**src/rtl/pad_pkg.sv**
```systemverilog
// ============================================================================
// pad_pkg: shared constants, types and angle table for the polar angle unit
// Holds the widths of the coordinate and CORDIC datapaths, the control word
// that travels down the pipeline, and the arctangent table in degrees.
// ============================================================================
`default_nettype none

package pad_pkg;

  // Coordinate and result formats
  localparam int COORD_WIDTH     = 16;
  localparam int ANGLE_FRAC_BITS = 7;
  localparam int ITERATIONS      = 16;
  localparam int ANGLE_W         = 16;

  // Internal fixed-point formats
  localparam int ACC_FRAC    = 20;
  localparam int PRESCALE    = 24;
  localparam int TABLE_LEN   = 24;
  localparam int NUM_STEPS   = (ITERATIONS < TABLE_LEN) ? ITERATIONS : TABLE_LEN;
  localparam int STEP_IDX_W  = $clog2(TABLE_LEN);

  // Difference of two coordinates, then prescaled and grown by CORDIC gain
  localparam int DIFF_W = COORD_WIDTH + 1;
  localparam int XW     = DIFF_W + PRESCALE + 3;

  // Angle accumulator: degrees * 2^ACC_FRAC, signed, room for -180..+540
  localparam int ZW     = ACC_FRAC + 11;
  localparam int TOT_W  = ZW - 1;

  // Rounding from accumulator units to output units
  localparam int RND_SH  = ACC_FRAC - ANGLE_FRAC_BITS;
  localparam int RND_W   = TOT_W + 1 - RND_SH;

  localparam logic signed [ZW-1:0] FULL_TURN = ZW'(64'sd360 <<< ACC_FRAC);
  localparam logic signed [ZW-1:0] HALF_TURN = ZW'(64'sd180 <<< ACC_FRAC);
  localparam logic [TOT_W:0]       RND_HALF  = (TOT_W+1)'(64'd1 << (RND_SH - 1));
  localparam logic [RND_W-1:0]     RND_FULL  = RND_W'(64'd360 << ANGLE_FRAC_BITS);

  // Axis angles in output units, masked to the output width
  localparam logic [ANGLE_W-1:0] ANG_0   = '0;
  localparam logic [ANGLE_W-1:0] ANG_90  = ANGLE_W'(64'd90 << ANGLE_FRAC_BITS);
  localparam logic [ANGLE_W-1:0] ANG_180 = ANGLE_W'(64'd180 << ANGLE_FRAC_BITS);
  localparam logic [ANGLE_W-1:0] ANG_270 = ANGLE_W'(64'd270 << ANGLE_FRAC_BITS);

  // Control word that rides along with each item
  typedef struct packed {
    logic               valid;
    logic               bypass;     // point on an axis or coincident
    logic               coinc;
    logic [ANGLE_W-1:0] axis_angle;
  } pad_ctl_t;

  // CORDIC vector and angle accumulator
  typedef struct packed {
    logic signed [XW-1:0] x;
    logic signed [XW-1:0] y;
    logic signed [ZW-1:0] z;
  } pad_vec_t;

  // atan(2^-i) in degrees * 2^20, rounded to nearest
  function automatic logic signed [ZW-1:0] atan_q20(input logic [STEP_IDX_W-1:0] idx);
    logic signed [ZW-1:0] v;
    v = '0;
    unique case (idx)
      5'd0:    v = ZW'(47185920);
      5'd1:    v = ZW'(27855475);
      5'd2:    v = ZW'(14718068);
      5'd3:    v = ZW'(7471121);
      5'd4:    v = ZW'(3750058);
      5'd5:    v = ZW'(1876857);
      5'd6:    v = ZW'(938658);
      5'd7:    v = ZW'(469357);
      5'd8:    v = ZW'(234682);
      5'd9:    v = ZW'(117342);
      5'd10:   v = ZW'(58671);
      5'd11:   v = ZW'(29335);
      5'd12:   v = ZW'(14668);
      5'd13:   v = ZW'(7334);
      5'd14:   v = ZW'(3667);
      5'd15:   v = ZW'(1833);
      5'd16:   v = ZW'(917);
      5'd17:   v = ZW'(458);
      5'd18:   v = ZW'(229);
      5'd19:   v = ZW'(115);
      5'd20:   v = ZW'(57);
      5'd21:   v = ZW'(29);
      5'd22:   v = ZW'(14);
      5'd23:   v = ZW'(7);
      default: v = '0;
    endcase
    return v;
  endfunction

endpackage

`default_nettype wire

```
**src/rtl/pad_post.sv**
```systemverilog
// ============================================================================
// pad_post: wrap and round of the accumulated angle
// First stage brings the angle into one turn, second stage rounds to the
// output units, wraps a full turn to zero and selects the axis result.
// ============================================================================
`default_nettype none

module pad_post (
  input  wire logic                          clk,
  input  wire logic                          rst_n,
  input  wire pad_pkg::pad_ctl_t             ctl_i,
  input  wire pad_pkg::pad_vec_t             vec_i,
  output logic                               valid_o,
  output logic [pad_pkg::ANGLE_W-1:0]        angle_o,
  output logic                               coinc_o
);
  import pad_pkg::*;

  logic signed [ZW-1:0] wrap_a, wrap_b;
  logic [TOT_W-1:0]     tot_r, tot_nxt;
  pad_ctl_t             ctl_r;
  logic [TOT_W:0]       rsum;
  logic [RND_W-1:0]     rnd;
  logic [ANGLE_W-1:0]   angle_nxt;
  logic                 valid_r;
  logic [ANGLE_W-1:0]   angle_r;
  logic                 coinc_r;

  // Wrap into [0, 360) degrees
  always_comb begin
    wrap_a  = vec_i.z[ZW-1] ? (vec_i.z + FULL_TURN) : vec_i.z;
    wrap_b  = (wrap_a >= FULL_TURN) ? (wrap_a - FULL_TURN) : wrap_a;
    tot_nxt = wrap_b[TOT_W-1:0];
  end

  always_ff @(posedge clk) begin
    if (!rst_n) begin
      ctl_r.valid <= 1'b0;
    end else begin
      ctl_r.valid <= ctl_i.valid;
    end
    ctl_r.bypass     <= ctl_i.bypass;
    ctl_r.coinc      <= ctl_i.coinc;
    ctl_r.axis_angle <= ctl_i.axis_angle;
    tot_r            <= tot_nxt;
  end

  // Round half up, wrap a full turn to zero, pick the axis result
  always_comb begin
    rsum = {1'b0, tot_r} + RND_HALF;
    rnd  = rsum[TOT_W:RND_SH];
    if (rnd >= RND_FULL) begin
      rnd = rnd - RND_FULL;
    end
    angle_nxt = ctl_r.bypass ? ctl_r.axis_angle : ANGLE_W'(rnd);
  end

  always_ff @(posedge clk) begin
    if (!rst_n) begin
      valid_r <= 1'b0;
    end else begin
      valid_r <= ctl_r.valid;
    end
    angle_r <= angle_nxt;
    coinc_r <= ctl_r.coinc;
  end

  assign valid_o = valid_r;
  assign angle_o = angle_r;
  assign coinc_o = coinc_r;

endmodule

`default_nettype wire

```
**config.mk**
```make
export PLATFORM = sky130hd
export DESIGN_NAME = pad_post
export DESIGN_NICKNAME = d
export VERILOG_FILES = /design/src/rtl/pad_pkg.sv /design/src/rtl/pad_post.sv
export SDC_FILE = /design/constraint.sdc
export NUM_CORES = 1
export LEC_CHECK = 0
export ABC_AREA = 1
export BUFFER_PORTS_ARGS = -buffer_cell sky130_fd_sc_hd__buf_2
export CAP_MARGIN = 10
export CORE_AREA = 2 2 93 130
export DETAILED_ROUTE_END_ITERATION = 7
export DIE_AREA = 0 0 95 132
export GPL_TIMING_DRIVEN = 0
export SYNTH_ARGS = -nofsm -noshare
export SYNTH_HDL_FRONTEND = slang
export SYNTH_SLANG_ARGS = --single-unit
```
**constraint.sdc**
```tcl
create_clock -name clk -period 2.5 [get_ports clk]
set_input_delay 0 -clock clk [delete_from_list [all_inputs] [get_ports clk]]
set_output_delay 0 -clock clk [all_outputs]
set_load 0.01 [all_outputs]
```
Word-level counts from Yosys, hierarchy flattened
Index checks and enable logic that the tools add are counted.
{"block": "word_totals", "latch_bits": 0, "ramBits": 0, "output_inout_bits": 18, "mem_count": 0, "romBits": 0, "input_bits": 140, "elab_cells": 18, "regBits": 67}
{"block": "op_classes", "n_lt_le_gt_ge": 2, "reduce_logical": 0, "bitwise": 0, "addsub": 4, "n_mul": 0, "mux": 4, "shift": 0, "n_eq_ne": 0, "n_div": 0}
{"operator": "$mux W16", "count": 2}
{"operator": "$add A30 B13 Y31 const B", "count": 1}
{"operator": "$add A31 B30 Y31 const B", "count": 1}
{"operator": "$ge A31 B30 Y1 const B", "count": 1}
{"operator": "$mux W31", "count": 1}
{"operator": "$mux W30", "count": 1}
{"operator": "$sub A30 B30 Y30 const B", "count": 1}
{"operator": "$ge A18 B16 Y1 const B", "count": 1}
{"operator": "$sub A16 B16 Y16 const B", "count": 1}

Logic depth before layout (Yosys ltp)
{"block": "logic_depth", "word_depth": 4, "ltp_mapped": 21, "ltp_nobuf": 21}

Least setup slack after synthesis
OpenSTA, ideal clock, no wires.
{"block": "synth_timing", "path_kind": "reg2reg", "startpoint": "register tot_r[12]", "endpoint": "register angle_r[10], in the netlist angle_o[10]", "t_arrival_ps": 2104, "path_buffers": 0, "setup_ps": 113, "stages_incl_launch_ff": 21, "slack_ps": 283, "period_less_slack_ps": 2217, "t_required_ps": 2387, "cell_sequence": "dfxtp_1 -> ha_1 -> nand2_1 -> nor2_2 -> nand3_1 -> xnor2_1 -> inv_1 -> ha_1 -> inv_1 -> nor2_1 -> nand2_1 -> nor2_1 -> nand2_1 -> nor2_1 -> nand2_1 -> nor2_2 -> nand3_4 -> nand3_4 -> nand2_1 -> nand3_1 -> nand2_1"}
{"block": "synth_via", "elab_chain_cells": 4, "elab_cells_between_ends": 5, "classes_between": "add/sub (2); order compare (1); mux (2)"}
{"item": "start, declared", "line_no": "pad_post.sv:20", "source": "logic [TOT_W-1:0] tot_r, tot_nxt;"}
{"item": "start signal, assigned", "line_no": "pad_post.sv:45", "source": "tot_r <= tot_nxt;"}
{"item": "$add A30 B13 Y31 *", "line_no": "pad_post.sv:50", "source": "rsum = {1'b0, tot_r} + RND_HALF;"}
{"item": "$sub A16 B16 Y16 or $ge A18 B16 Y1 (tied branches)", "line_no": "pad_post.sv:53, pad_post.sv:52"}
{"item": "$mux W16 *", "line_no": "pad_post.sv:52", "source": "if (rnd >= RND_FULL) begin"}
{"item": "$mux W16 *", "line_no": "pad_post.sv:55", "source": "angle_nxt = ctl_r.bypass ? ctl_r.axis_angle : ANGLE_W'(rnd);"}
{"item": "via angle_nxt[10]", "line_no": "pad_post.sv:24", "source": "logic [ANGLE_W-1:0] angle_nxt;"}
{"item": "end signal, assigned", "line_no": "pad_post.sv:64", "source": "angle_r <= angle_nxt;"}
{"item": "end, declared", "line_no": "pad_post.sv:26", "source": "logic [ANGLE_W-1:0] angle_r;"}
Mark *: on every way through the listed nets, which the timed path passes. The rest lies on a longest branch.
A chain may end at the register's enable or synchronous reset.

Worst setup path in the final report
{"block": "layout_timing", "startpoint": "register tot_r[13]", "endpoint": "register angle_r[11], in the netlist angle_o[11]"}
The elaborated chain is that of the path after synthesis.

==> impl_metrics.tcl <==
set metrics [dict create \
    status "completed" \
    drv_cap 0 \
    power_leakage_nw 1.80 \
    synth.area.top_cells "dfxtp_1 (43%), nand2_1 (16%), inv_1 (5.7%)" \
    slew_headroom_pct 73.3 \
    drtIter0Drc 74 \
    ff2ff_path_depth 20 \
    synth-seq-cells 55 \
    route.detailed.drc 0 \
    synthesis.area_mm2 0.00256 \
    hold_path_depth 4 \
    grt_remaining_overflow 0 \
    worst_pin_slew_ns 0.400 \
    post-dp-hpwl_um 4730 \
    rows 46 \
    seqPwrFrac_pct 42.3 \
    syn_nets 485 \
    pin_count 158 \
    synth_edf_count 0 \
    syn_avg_cell_area_um2 7.54 \
    critPathMaxFanout 6 \
    area_delta_synth_final_pct 46.9 \
    grt_pass1_wl_um 10100 \
    maxSlewViolCount 0 \
    tns_ns 0 \
    p_per_area_mw_per_mm2 635 \
    finClkSkew_ns 0.00286 \
    ys_top_cells_by_count "nand2_1 (106), dfxtp_1 (55), inv_1 (39)" \
    vias 2507 \
    dp_slack_ns -0.146 \
    cp.arrival_ns 2.61 \
    cts-root-buf "clkbuf_16" \
    cts_buffers 5 \
    ys_types 35 \
    clkSinkCount 55 \
    synth_top_family_by_area "simple AND/OR/NAND/NOR gates" \
    clk_path_buf_depth 2 \
    place_congestion 0.822 \
    yosysTopAreaCell "dfxtp_1" \
    grt_max_degree 16 \
    clockPowerShare_pct 31.9 \
    num-nets-final 601 \
    grt_usage_pct 9.89 \
    finalSetupViolations 0 \
    synth_compound_area_share_pct 6.10 \
    path_cells "ha_4 > nand2_4 > nor2_4 > nand3_2 > xnor2_2 > inv_1 > ha_2 > inv_2 > nor2_2 > nand2_1 > nor2_1 > nand2_1 > nor2_1 > nand2_1 > nor2_2 > nand3_4 > nand3_4 > nand2_2 > nand3_2 > nand2_1" \
    comb_power_share_pct 25.7 \
    yosys-mux-area-fraction_pct 0.537 \
    cp.required_ns 2.69 \
    drive_above_1_share_pct 34.0 \
    synth_top_flop_cell "dfxtp_1" \
    cp_slowest_cell "dfxtp_4" \
    wl_per_cell_um 10.4 \
    switching_share_pct 29.0 \
    ys_warn_count 0 \
    insertion_delay_ns 0.29 \
    n_antenna_cell 0 \
    fp.dieH_um 132 \
    crit_type "reg -> reg" \
    portBuffers 68 \
    fin_cells 600 \
    fin_util_pct 33.2 \
    wirelength_um 6260 \
    synthAdderAreaFrac_pct 2.44 \
    cp-start-kind "flip-flop" \
    finalCriticalPeriod_ns 2.42 \
    achievable-frequency_mhz 413 \
    firstDrtPassIters 6 \
    cts_tree "built" \
    dp.cells 552 \
    viasPerCell 4.18 \
    core_area_mm2 0.0113 \
    peakVddDrop_mv 0.232 \
    end_kind "flip-flop" \
    async_flop_share_pct 0 \
    synth_top_area_share_pct 42.9 \
    htree_levels 2 \
    die_x_um 95 \
    critPathMaxStageDelay_ns 0.37 \
    hold_path.class "in -> reg" \
    p_int_w 0.00170 \
    finalHoldViolCount 0 \
    synth_simple_gate_area_share_pct 36.8 \
    cpMostUsedCell "nand2_1" \
    p_switching_w 0.000694 \
    die_area_mm2 0.0125 \
    rsz0062_at_grt "true" \
    synthXorXnorAreaFrac_pct 4.05 \
    antenna_left 0 \
    ys_seq_area_share_pct 42.9 \
    syn_inst 340 \
    grt_pass1_vias 2498 \
    grt_antenna_before_repair 0 \
    setup_ws_ns 0.0783 \
    clkSlewWorstSetupHoldPaths_ns 0.07 \
    fin_crit_sh_pct 96.9 \
    start_util_pct 22.6 \
    synth_most_common_cell "nand2_1" \
]
## power groups by stage
stage | clock [W] | combinational (W) | sequential (W)
floorplan | 0 | 0.000345 | 0.00104
finish | 0.000763 | 0.000615 | 0.00101
detailed placement | 0 | 0.000514 | 0.00103
global route | 0.000809 | 0.000695 | 0.00102
CTS | 0.000772 | 0.000563 | 0.00101
global placement | 0 | 0.000501 | 0.00103
## critical path: cells and delay by family (launching register included)
| kind | cells | cell delay, ns |
|---|---|---|
| fa+ha+maj | 2 | 0.33 |
| flops | 1 | 0.37 |
| buf+inv | 2 | 0.12 |
| simple gates | 15 | 1.33 |
| xor+xnor | 1 | 0.15 |
## metal layers
layer  GRT usage (%)  vias up  wire (um)
met2            18.2       72       3190
li1                -     1307          -
met4            4.35        0        146
met3            2.23       11        309
met1            10.4     1117       2620
met5               0        -          0
## flip-flops by register name, summed over array words and instances, names as in the netlist
signal,count
tot_r,18
coinc_o,1
angle_o,16
ctl_r,19
valid_o,1
## area by class of cell
cell class,instances,area [um^2]
fill,1159,7570
buffer,4,26.3
inverter,41,155
multi-input combinational,240,1390
sequential,55,1130
timing repair buffer,109,728
tap,144,180
clock inverter,1,30.0
clock buffer,6,129
## layout by cell type, fill, tap and decap left out, drive strengths merged, types with 3 or more instances in the layout
cell	synthesis	routed
a21oi	3	3
a31oi	4	4
buf	2	79
clkbuf	2	8
dfxtp	55	55
dlygate4sd3	0	32
ha	5	5
inv	40	40
nand2	114	114
nand3	35	35
nand4	8	8
nor2	33	33
nor4	5	5
o21ai	15	15
xnor2	4	4
xor2	7	7
## cell families (layout without fill, tap and decap cells)
kind of cell,after synthesis,count (layout)
adder cells (fa/ha/maj),5,5
XOR/XNOR,11,11
AO/OA/AOI/OAI,24,24
buffers and inverters,45,161
AND/OR/NAND/NOR,199,199
multiplexers,1,1
flip-flops,55,55
## worst paths after layout
path | from | end | slack, ns
setup / recovery | tot_r[13]$_DFF_P_ | angle_o[11]$_DFF_P_ | 0.08
hold / removal | vec_i[29] | tot_r[29]$_DFF_P_ | 0.08
setup reg to reg | tot_r[13]$_DFF_P_ | angle_o[11]$_DFF_P_ | 0.08
hold reg to reg | ctl_r[16]$_DFF_P_ | coinc_o$_DFF_P_ | 0.33
## timing repair
action,in CTS,in global routing
endpoints found under the setup margin,6,6
gates resized for setup,5,39
pin swaps,0,19
hold endpoints to repair,31,0
setup buffers,1,8
hold buffers,32,0
## stage by stage
stage / hold WS [ns] / cell area, um^2 / power (W)
6_report: 0.0804 / 3770 / 0.00239
5_1_grt: 0.134 / 3770 / 0.00253
4_1_cts: 0.0936 / 3590 / 0.00234
3_5_place_dp: 0.104 / 3080 / 0.00154
3_3_place_gp: 0.102 / 3080 / 0.00153
2_1_floorplan: 0.0277 / 2560 / 0.00138
No activity file was read; power rests on OpenSTA's default activity.
