[src/rtl/pad_pkg.sv]
// ============================================================================
// pad_pkg: shared constants, types and angle table for the polar angle unit
// Holds the widths of the coordinate and CORDIC datapaths, the control word
// that travels down the pipeline, and the arctangent table in degrees.
// ============================================================================
`default_nettype none

package pad_pkg;

  // Coordinate and result formats
  localparam int COORD_WIDTH     = 16;
  localparam int ANGLE_FRAC_BITS = 7;
  localparam int ITERATIONS      = 16;
  localparam int ANGLE_W         = 16;

  // Internal fixed-point formats
  localparam int ACC_FRAC    = 20;
  localparam int PRESCALE    = 24;
  localparam int TABLE_LEN   = 24;
  localparam int NUM_STEPS   = (ITERATIONS < TABLE_LEN) ? ITERATIONS : TABLE_LEN;
  localparam int STEP_IDX_W  = $clog2(TABLE_LEN);

  // Difference of two coordinates, then prescaled and grown by CORDIC gain
  localparam int DIFF_W = COORD_WIDTH + 1;
  localparam int XW     = DIFF_W + PRESCALE + 3;

  // Angle accumulator: degrees * 2^ACC_FRAC, signed, room for -180..+540
  localparam int ZW     = ACC_FRAC + 11;
  localparam int TOT_W  = ZW - 1;

  // Rounding from accumulator units to output units
  localparam int RND_SH  = ACC_FRAC - ANGLE_FRAC_BITS;
  localparam int RND_W   = TOT_W + 1 - RND_SH;

  localparam logic signed [ZW-1:0] FULL_TURN = ZW'(64'sd360 <<< ACC_FRAC);
  localparam logic signed [ZW-1:0] HALF_TURN = ZW'(64'sd180 <<< ACC_FRAC);
  localparam logic [TOT_W:0]       RND_HALF  = (TOT_W+1)'(64'd1 << (RND_SH - 1));
  localparam logic [RND_W-1:0]     RND_FULL  = RND_W'(64'd360 << ANGLE_FRAC_BITS);

  // Axis angles in output units, masked to the output width
  localparam logic [ANGLE_W-1:0] ANG_0   = '0;
  localparam logic [ANGLE_W-1:0] ANG_90  = ANGLE_W'(64'd90 << ANGLE_FRAC_BITS);
  localparam logic [ANGLE_W-1:0] ANG_180 = ANGLE_W'(64'd180 << ANGLE_FRAC_BITS);
  localparam logic [ANGLE_W-1:0] ANG_270 = ANGLE_W'(64'd270 << ANGLE_FRAC_BITS);

  // Control word that rides along with each item
  typedef struct packed {
    logic               valid;
    logic               bypass;     // point on an axis or coincident
    logic               coinc;
    logic [ANGLE_W-1:0] axis_angle;
  } pad_ctl_t;

  // CORDIC vector and angle accumulator
  typedef struct packed {
    logic signed [XW-1:0] x;
    logic signed [XW-1:0] y;
    logic signed [ZW-1:0] z;
  } pad_vec_t;

  // atan(2^-i) in degrees * 2^20, rounded to nearest
  function automatic logic signed [ZW-1:0] atan_q20(input logic [STEP_IDX_W-1:0] idx);
    logic signed [ZW-1:0] v;
    v = '0;
    unique case (idx)
      5'd0:    v = ZW'(47185920);
      5'd1:    v = ZW'(27855475);
      5'd2:    v = ZW'(14718068);
      5'd3:    v = ZW'(7471121);
      5'd4:    v = ZW'(3750058);
      5'd5:    v = ZW'(1876857);
      5'd6:    v = ZW'(938658);
      5'd7:    v = ZW'(469357);
      5'd8:    v = ZW'(234682);
      5'd9:    v = ZW'(117342);
      5'd10:   v = ZW'(58671);
      5'd11:   v = ZW'(29335);
      5'd12:   v = ZW'(14668);
      5'd13:   v = ZW'(7334);
      5'd14:   v = ZW'(3667);
      5'd15:   v = ZW'(1833);
      5'd16:   v = ZW'(917);
      5'd17:   v = ZW'(458);
      5'd18:   v = ZW'(229);
      5'd19:   v = ZW'(115);
      5'd20:   v = ZW'(57);
      5'd21:   v = ZW'(29);
      5'd22:   v = ZW'(14);
      5'd23:   v = ZW'(7);
      default: v = '0;
    endcase
    return v;
  endfunction

endpackage

`default_nettype wire

[src/rtl/pad_prep.sv]
// ============================================================================
// pad_prep: difference, axis detection and half-plane reflection
// Forms dx and dy, flags points on an axis or at the center, reflects the
// vector into the right half plane and prescales it for the CORDIC.
// ============================================================================
`default_nettype none

module pad_prep (
  input  wire logic                                      clk,
  input  wire logic                                      rst_n,
  input  wire logic                                      accept,
  input  wire logic signed [pad_pkg::COORD_WIDTH-1:0]    first_x,
  input  wire logic signed [pad_pkg::COORD_WIDTH-1:0]    first_y,
  input  wire logic signed [pad_pkg::COORD_WIDTH-1:0]    center_x,
  input  wire logic signed [pad_pkg::COORD_WIDTH-1:0]    center_y,
  output pad_pkg::pad_ctl_t                              ctl_o,
  output pad_pkg::pad_vec_t                              vec_o
);
  import pad_pkg::*;

  logic signed [DIFF_W-1:0] dx, dy, rx, ry;
  logic                     dx_zero, dy_zero, dx_neg;
  pad_ctl_t                 ctl_r, ctl_nxt;
  pad_vec_t                 vec_r, vec_nxt;

  // Form exact differences
  assign dx = DIFF_W'(first_x) - DIFF_W'(center_x);
  assign dy = DIFF_W'(first_y) - DIFF_W'(center_y);
  assign dx_zero = (dx == '0);
  assign dy_zero = (dy == '0);
  assign dx_neg  = dx[DIFF_W-1];

  // Reflect into the right half plane
  assign rx = dx_neg ? -dx : dx;
  assign ry = dx_neg ? -dy : dy;

  // Classify and build the next word
  always_comb begin
    ctl_nxt.valid  = accept;
    ctl_nxt.bypass = dx_zero | dy_zero;
    ctl_nxt.coinc  = dx_zero & dy_zero;
    priority if (dx_zero && dy_zero) begin
      ctl_nxt.axis_angle = ANG_0;
    end else if (dx_zero) begin
      ctl_nxt.axis_angle = dy[DIFF_W-1] ? ANG_270 : ANG_90;
    end else begin
      ctl_nxt.axis_angle = dx_neg ? ANG_180 : ANG_0;
    end
    vec_nxt.x = XW'(rx) <<< PRESCALE;
    vec_nxt.y = XW'(ry) <<< PRESCALE;
    vec_nxt.z = dx_neg ? HALF_TURN : '0;
  end

  // Stage register
  always_ff @(posedge clk) begin
    if (!rst_n) begin
      ctl_r.valid <= 1'b0;
    end else begin
      ctl_r.valid <= ctl_nxt.valid;
    end
    ctl_r.bypass     <= ctl_nxt.bypass;
    ctl_r.coinc      <= ctl_nxt.coinc;
    ctl_r.axis_angle <= ctl_nxt.axis_angle;
    vec_r            <= vec_nxt;
  end

  assign ctl_o = ctl_r;
  assign vec_o = vec_r;

endmodule

`default_nettype wire

[config.mk]
export PLATFORM = sky130hd
export DESIGN_NAME = pad_prep
export DESIGN_NICKNAME = d
export VERILOG_FILES = /design/src/rtl/pad_pkg.sv /design/src/rtl/pad_prep.sv
export SDC_FILE = /design/constraint.sdc
export NUM_CORES = 1
export LEC_CHECK = 0
export BUFFER_PORTS_ARGS = -buffer_cell sky130_fd_sc_hd__buf_4
export CAP_MARGIN = 0
export CORE_ASPECT_RATIO = 1.4
export CORE_MARGIN = 3
export CORE_UTILIZATION = 45
export DETAILED_ROUTE_END_ITERATION = 6
export MAX_ROUTING_LAYER = met4
export PLACE_DENSITY = 0.75
export SLEW_MARGIN = 20
export SYNTH_ARGS = -nofsm -noshare
export SYNTH_HDL_FRONTEND = slang
export SYNTH_SLANG_ARGS = --single-unit
export TNS_END_PERCENT = 100
[constraint.sdc]
create_clock -name clk -period 4.5 [get_ports clk]
set_input_delay 0.225 -clock clk [delete_from_list [all_inputs] [get_ports clk]]
set_output_delay 0.225 -clock clk [all_outputs]
set_load 0.1 [all_outputs]
### Yosys cells after proc, flatten, opt, wreduce, memory -nomap -nowiden

Cells that the tools add are included.

| operators by class | value |
|---|---|
| reduce and logical (&&, ||, !) cells | 3 |
| bitwise logic cells | 2 |
| shift-type cells | 0 |
| $lt $le $gt $ge | 0 |
| muxes and demuxes | 6 |
| divide/modulo/power cells | 0 |
| multipliers | 0 |
| $add $sub $neg | 4 |
| eq/ne operators | 0 |

Operators with widths:

| kind | count |
|---|---|
| zero test 17 bit | 2 |
| 2-to-1 mux 17 bit | 2 |
| negation 17 bit | 2 |
| subtractor 16 x 16 -> 17 bit | 2 |
| 2-to-1 mux 16 bit | 2 |
| 2-to-1 mux 28 bit | 1 |
| 2-to-1 mux 15 bit | 1 |
| AND 1 bit | 1 |
| logical AND 1 bit | 1 |
| bitwise OR 1 bit | 1 |

| word-level totals | value |
|---|---|
| memories | 0 |
| RAM bits | 0 |
| word-level logic and storage cells | 22 |
| bits in latches | 0 |
| output and inout bits | 138 |
| flip-flop bits (word level) | 81 |
| ROM bits | 0 |

### Depth between registers and ports, before layout

| depth | value |
|---|---|
| depth in word-level cells | 3 |
| mapped depth | 15 |

### Worst setup path after synthesis

No wires, ideal clock.

| timing path | value |
|---|---|
| kind | input-to-reg |
| start point | input center_y[5] in the netlist's numbering |
| end point | register ctl_r (netlist bit ctl_o[11]) |
| path buffers | 1 |
| setup slack | 1.319 ns |
| data required time | 4.386 ns |
| cell stages on the path | 15 |
| data arrival time | 3.067 ns |
| cells stage by stage | inv_1 -> ha_1 -> buf_6 -> a21o_1 -> a311o_1 -> or3_1 -> a21o_1 -> a2111oi_4 -> and2b_1 -> nand4_1 -> nor3_1 -> ha_1 -> nand2b_1 -> inv_1 -> a21o_1 |

| on the way | value |
|---|---|
| word-level cells in the longest chain between the ends | 3 |
| elaborated cells between the ends (all ways) | 5 |

RTL lines:

| element | line | RTL |
|---|---|---|
| start, declared | pad_prep.sv:15 | `input wire logic signed [pad_pkg::COORD_WIDTH-1:0] center_y,` |
| subtractor 16 x 16 -> 17 bit (*) | pad_prep.sv:28 | `assign dy = DIFF_W'(first_y) - DIFF_W'(center_y);` |
| zero test 17 bit or 2-to-1 mux 16 bit (tied branches) | pad_prep.sv:30, pad_prep.sv:45 |  |
| logical AND 1 bit or 2-to-1 mux 16 bit (tied branches) | pad_prep.sv:42, pad_prep.sv:44 |  |
| end, declared | pad_prep.sv:23 | `pad_ctl_t ctl_r, ctl_nxt;` |

Every way passes the cells marked *; elsewhere a longest branch is shown, timed or not.
A chain may end at the register's enable or synchronous reset.

### Worst setup path in the final report

| timing path | value |
|---|---|
| start point | input first_y[0] in the netlist's numbering |
| end point | register ctl_r (netlist bit ctl_o[11]) |

| on the way | value |
|---|---|
| word-level cells in the longest chain between the ends | 3 |
| elaborated cells between the ends (all ways) | 5 |

RTL lines:

| element | line | RTL |
|---|---|---|
| start, declared | pad_prep.sv:13 | `input wire logic signed [pad_pkg::COORD_WIDTH-1:0] first_y,` |
| subtractor 16 x 16 -> 17 bit (*) | pad_prep.sv:28 |  |
| zero test 17 bit or 2-to-1 mux 16 bit (tied branches) | pad_prep.sv:30, pad_prep.sv:45 |  |
| logical AND 1 bit or 2-to-1 mux 16 bit (tied branches) | pad_prep.sv:42, pad_prep.sv:44 |  |

Marked as above.

==> reports/qor.txt <==
RUN STATUS
--------------------------------------------------------------------------------------
Status                                                                       completed

TIMING
--------------------------------------------------------------------------------------
Minimum clock period after layout                                              3.26 ns
Setup repair after global routing missed its margin                              false
Worst slew pin tran                                                           0.603 ns
Final max-slew violation count                                                       0
Worst rel slew slack                                                             59.4%
Final-report setup violation count                                                   0
Hold violation total from the final report                                           0
Fmax                                                                           307 MHz
Worst Slack Setup Final                                                        1.24 ns
Aggregate negative setup slack                                                    0 ns
Crit share post-route                                                            72.4%

GLOBAL ROUTE
--------------------------------------------------------------------------------------
Global routing usage summed across all routing layers                            18.1%
Number of antenna violations at the first check in global routing                    0
First-pass GRT wire length                                                   14,900 um
Congestion Overflow GR                                                               0
Pin count of the biggest net entering global routing                                24
Number of global-route vias before repair                                        3,456

FLOORPLAN
--------------------------------------------------------------------------------------
Initial Util                                                                     46.9%
Die ar.                                                                     10,300 um2
Core area                                                                     8710 um2
Number of placement rows                                                            40
Number of ports placed on the die boundary                                         205
Vertical die dimension                                                          119 um
Die Width                                                                      86.5 um

YOSYS
--------------------------------------------------------------------------------------
Dominant synthesized flop cell                                            sky130_fd_sc_hd__dfxtp_1
Average footprint of a synthesized cell                                       8.14 um2
Synthesis Warnings                                                                   0
Async SR Flop Fraction                                                              0%
Post-synth design cell area                                                   4080 um2
Post-synth EDFFs                                                                     0
FF+latch count, synth                                                               44
Sequential-to-total area share from yosys stat                                   21.6%
Distinct cells, synth                                                               55
Number of standard cells after synthesis                                           502

CLOCK NETWORK
--------------------------------------------------------------------------------------
Total setup buffers inserted after CTS                                               0
Number of clock buffers inserted by TritonCTS                                        5
Root Buffer                                                               sky130_fd_sc_hd__clkbuf_16
TritonCTS sink count                                                                44
Number of H-tree levels                                                              2
TritonCTS clock tree                                                               yes
Number of instances resized during post-cts repair                                   0
Buffer depth of the longest clock path                                               2
Clock slew at the register clock pins of the worst setup and hold paths        0.07 ns
CTS Hold Buffers Added                                                               0

PWR
--------------------------------------------------------------------------------------
Internal cell power                                                            1.17 mW
Sequential cell fraction of total power                                          18.4%
Worst IR Drop VDD                                                           0.000437 V
Power density normalized to cell area                                       609 nW/um2
Leak                                                                           2.49 nW
Reported net switching power                                                   1.81 mW
Switching power as a share of total power                                        60.8%
Comb power frac                                                                  67.4%
Clk pwr share                                                                    14.2%

FLOW RUN
--------------------------------------------------------------------------------------
Max_cap viols                                                                        0

SETUP PATH
--------------------------------------------------------------------------------------
Startpoint type of the worst setup path                                     input port
Crit path arrival time                                                         3.45 ns
CP Max Fanout                                                                        4
CP Capture Type                                                               register
CP Class                                                                  input port to register
Req. time, crit path                                                           4.69 ns

MIN PATH
--------------------------------------------------------------------------------------
Hold depth                                                                           2
Destination of the worst hold path                                        ctl_o[18]$_SDFF_PN0_
Worst hold path startpoint                                                      accept
Classification of the worst-slack hold path                               input port to register

LAYOUT
--------------------------------------------------------------------------------------
Top library cells by usage in the layout, fill and taps aside             123 x sky130_fd_sc_hd__buf_4, 83 x sky130_fd_sc_hd__conb_1, 46 x sky130_fd_sc_hd__inv_1, 44 x sky130_fd_sc_hd__dfxtp_1, 38 x sky130_fd_sc_hd__ha_1
Final-stage net count                                                              719
Share of final-layout standard cells stronger than drive strength 1              23.0%
Antenna cells                                                                        0
Final cell area excluding filler cells                                        4890 um2
Final design utilization                                                         56.1%
Area Overhead vs Synth                                                           19.6%
Most frequent standard cell in the layout excluding fill and tap cells    sky130_fd_sc_hd__buf_4

PLACED DESIGN
--------------------------------------------------------------------------------------
Port-buffer cells                                                                  121
Area post-placement                                                           4710 um2
Post-detail-place hpwl                                                         7990 um
Gpl congestion                                                                   0.893
Worst slack after detailed placement                                          0.883 ns

ROUTE
--------------------------------------------------------------------------------------
Via-to-Cell Ratio                                                                 4.90
Drt first-iter violations                                                           66
Total Wirelength                                                               9360 um
Drc violations                                                                       0
Post-DR wirelength/cell                                                        13.0 um
Vias                                                                             3,521
1st-pass router iterations                                                           4
Antenna Nets Post-Route                                                              0

-- worst max-delay path by stage --
| stage | startpoint | to | slack, ns |
|---|---|---|---|
| floorplan | center_y[5] | ctl_o[11]$_SDFF_PP0_ | 1.32 |
| global placement | first_x[0] | ctl_o[13]$_SDFF_PP0_ | 0.97 |
| detailed placement | first_x[0] | ctl_o[13]$_SDFF_PP0_ | 0.88 |
| CTS | first_x[0] | ctl_o[13]$_SDFF_PP0_ | 1.19 |
| global route | first_x[2] | ctl_o[13]$_SDFF_PP0_ | 0.93 |
| finish | first_y[0] | ctl_o[11]$_SDFF_PP0_ | 1.24 |
-- layout make-up --
cell class / count / area [um2]
clock inverters: 3 / 46.3
repair buffers: 123 / 923
flip-flops and latches: 44 / 881
well taps: 105 / 131
multi-input cells: 391 / 2600
clock buffers: 5 / 125
inverters: 47 / 176
fillers: 814 / 3820
-- metrics by stage --
| step | power, mW | std cells | hold slack [ns] |
|---|---|---|---|
| after floorplan | 2.28 | 584 | 0.347 |
| after global placement | 2.55 | 710 | 0.427 |
| after detailed placement | 2.57 | 710 | 0.437 |
| after CTS | 2.99 | 718 | 0.127 |
| after global routing | 3.09 | 718 | 0.134 |
| final | 2.97 | 718 | 0.133 |
-- sequential cells by signal, summed over array words and instances, names as in the netlist --
name   flops
ctl_o      9
vec_o     35
-- per-layer routing --
metal  up-vias  part of all wire, %  wire length, um  track usage, %
met5         -                    0                0               -
met4         0                  2.1              193            7.41
met3        16                  7.1              665            2.16
met2       147                   58             5400            36.0
met1      1598                   33             3100            16.5
li1       1760                    -                -               -
-- kinds of logic (layout without fill, tap and decap cells) --
group,Yosys count,count (layout),synth area share (%)
buffers and inverters,149,178,22.5
AND/OR/NAND/NOR,110,110,14.0
AO/OA/AOI/OAI,107,107,18.2
XOR/XNOR,49,49,10.5
flip-flops,44,44,21.6
adder cells (fa/ha/maj),40,40,12.6
multiplexers,2,2,0.490
other,1,83,0.0918
-- power groups by stage --
stage	Combinational, mW	Clock, mW	Sequential [mW]
2_1_floorplan	0.884	0	1.40
3_3_place_gp	1.99	0	0.554
3_5_place_dp	2.01	0	0.558
4_1_cts	2.01	0.433	0.549
5_1_grt	2.08	0.447	0.557
6_report	2.01	0.422	0.546
-- synthesized netlist by cell type (all sizes together) (3+ instances only) --
master / instances / area [um2]
a2111oi: 3 / 45.1
a211o: 3 / 26.3
a211oi: 4 / 30.0
a21o: 9 / 67.6
a21oi: 27 / 135
a31oi: 8 / 50.1
and2: 8 / 50.1
and3: 3 / 18.8
buf: 95 / 717
clkbuf: 7 / 26.3
dfxtp: 44 / 881
ha: 38 / 475
inv: 47 / 176
nand2: 17 / 63.8
nand2b: 9 / 56.3
nand3: 9 / 45.0
nand3b: 3 / 22.5
nand4: 3 / 18.8
nor2: 27 / 101
nor2b: 4 / 25.0
nor3: 8 / 40.0
nor4: 6 / 37.5
o211ai: 3 / 22.5
o21a: 7 / 52.6
o21ai: 20 / 100
o31ai: 7 / 57.6
or2: 3 / 18.8
or3: 4 / 25.0
xnor2: 35 / 307
xor2: 14 / 123
-- critical path, cell delays in order --
cell and delay [ns]:
sky130_fd_sc_hd__buf_4 0.07, sky130_fd_sc_hd__inv_1 0.04, sky130_fd_sc_hd__ha_1 0.20, sky130_fd_sc_hd__fa_1 0.39, sky130_fd_sc_hd__nand2b_1 0.21, sky130_fd_sc_hd__a211oi_1 0.40, sky130_fd_sc_hd__or3b_2 0.20, sky130_fd_sc_hd__nand3_1 0.14
sky130_fd_sc_hd__a2111oi_4 0.41, sky130_fd_sc_hd__and2b_1 0.23, sky130_fd_sc_hd__nand4_1 0.12, sky130_fd_sc_hd__nor3_1 0.17, sky130_fd_sc_hd__ha_1 0.20, sky130_fd_sc_hd__nand2b_1 0.17, sky130_fd_sc_hd__inv_1 0.08, sky130_fd_sc_hd__a21o_1 0.17
(Power assumes the default switching activity.)
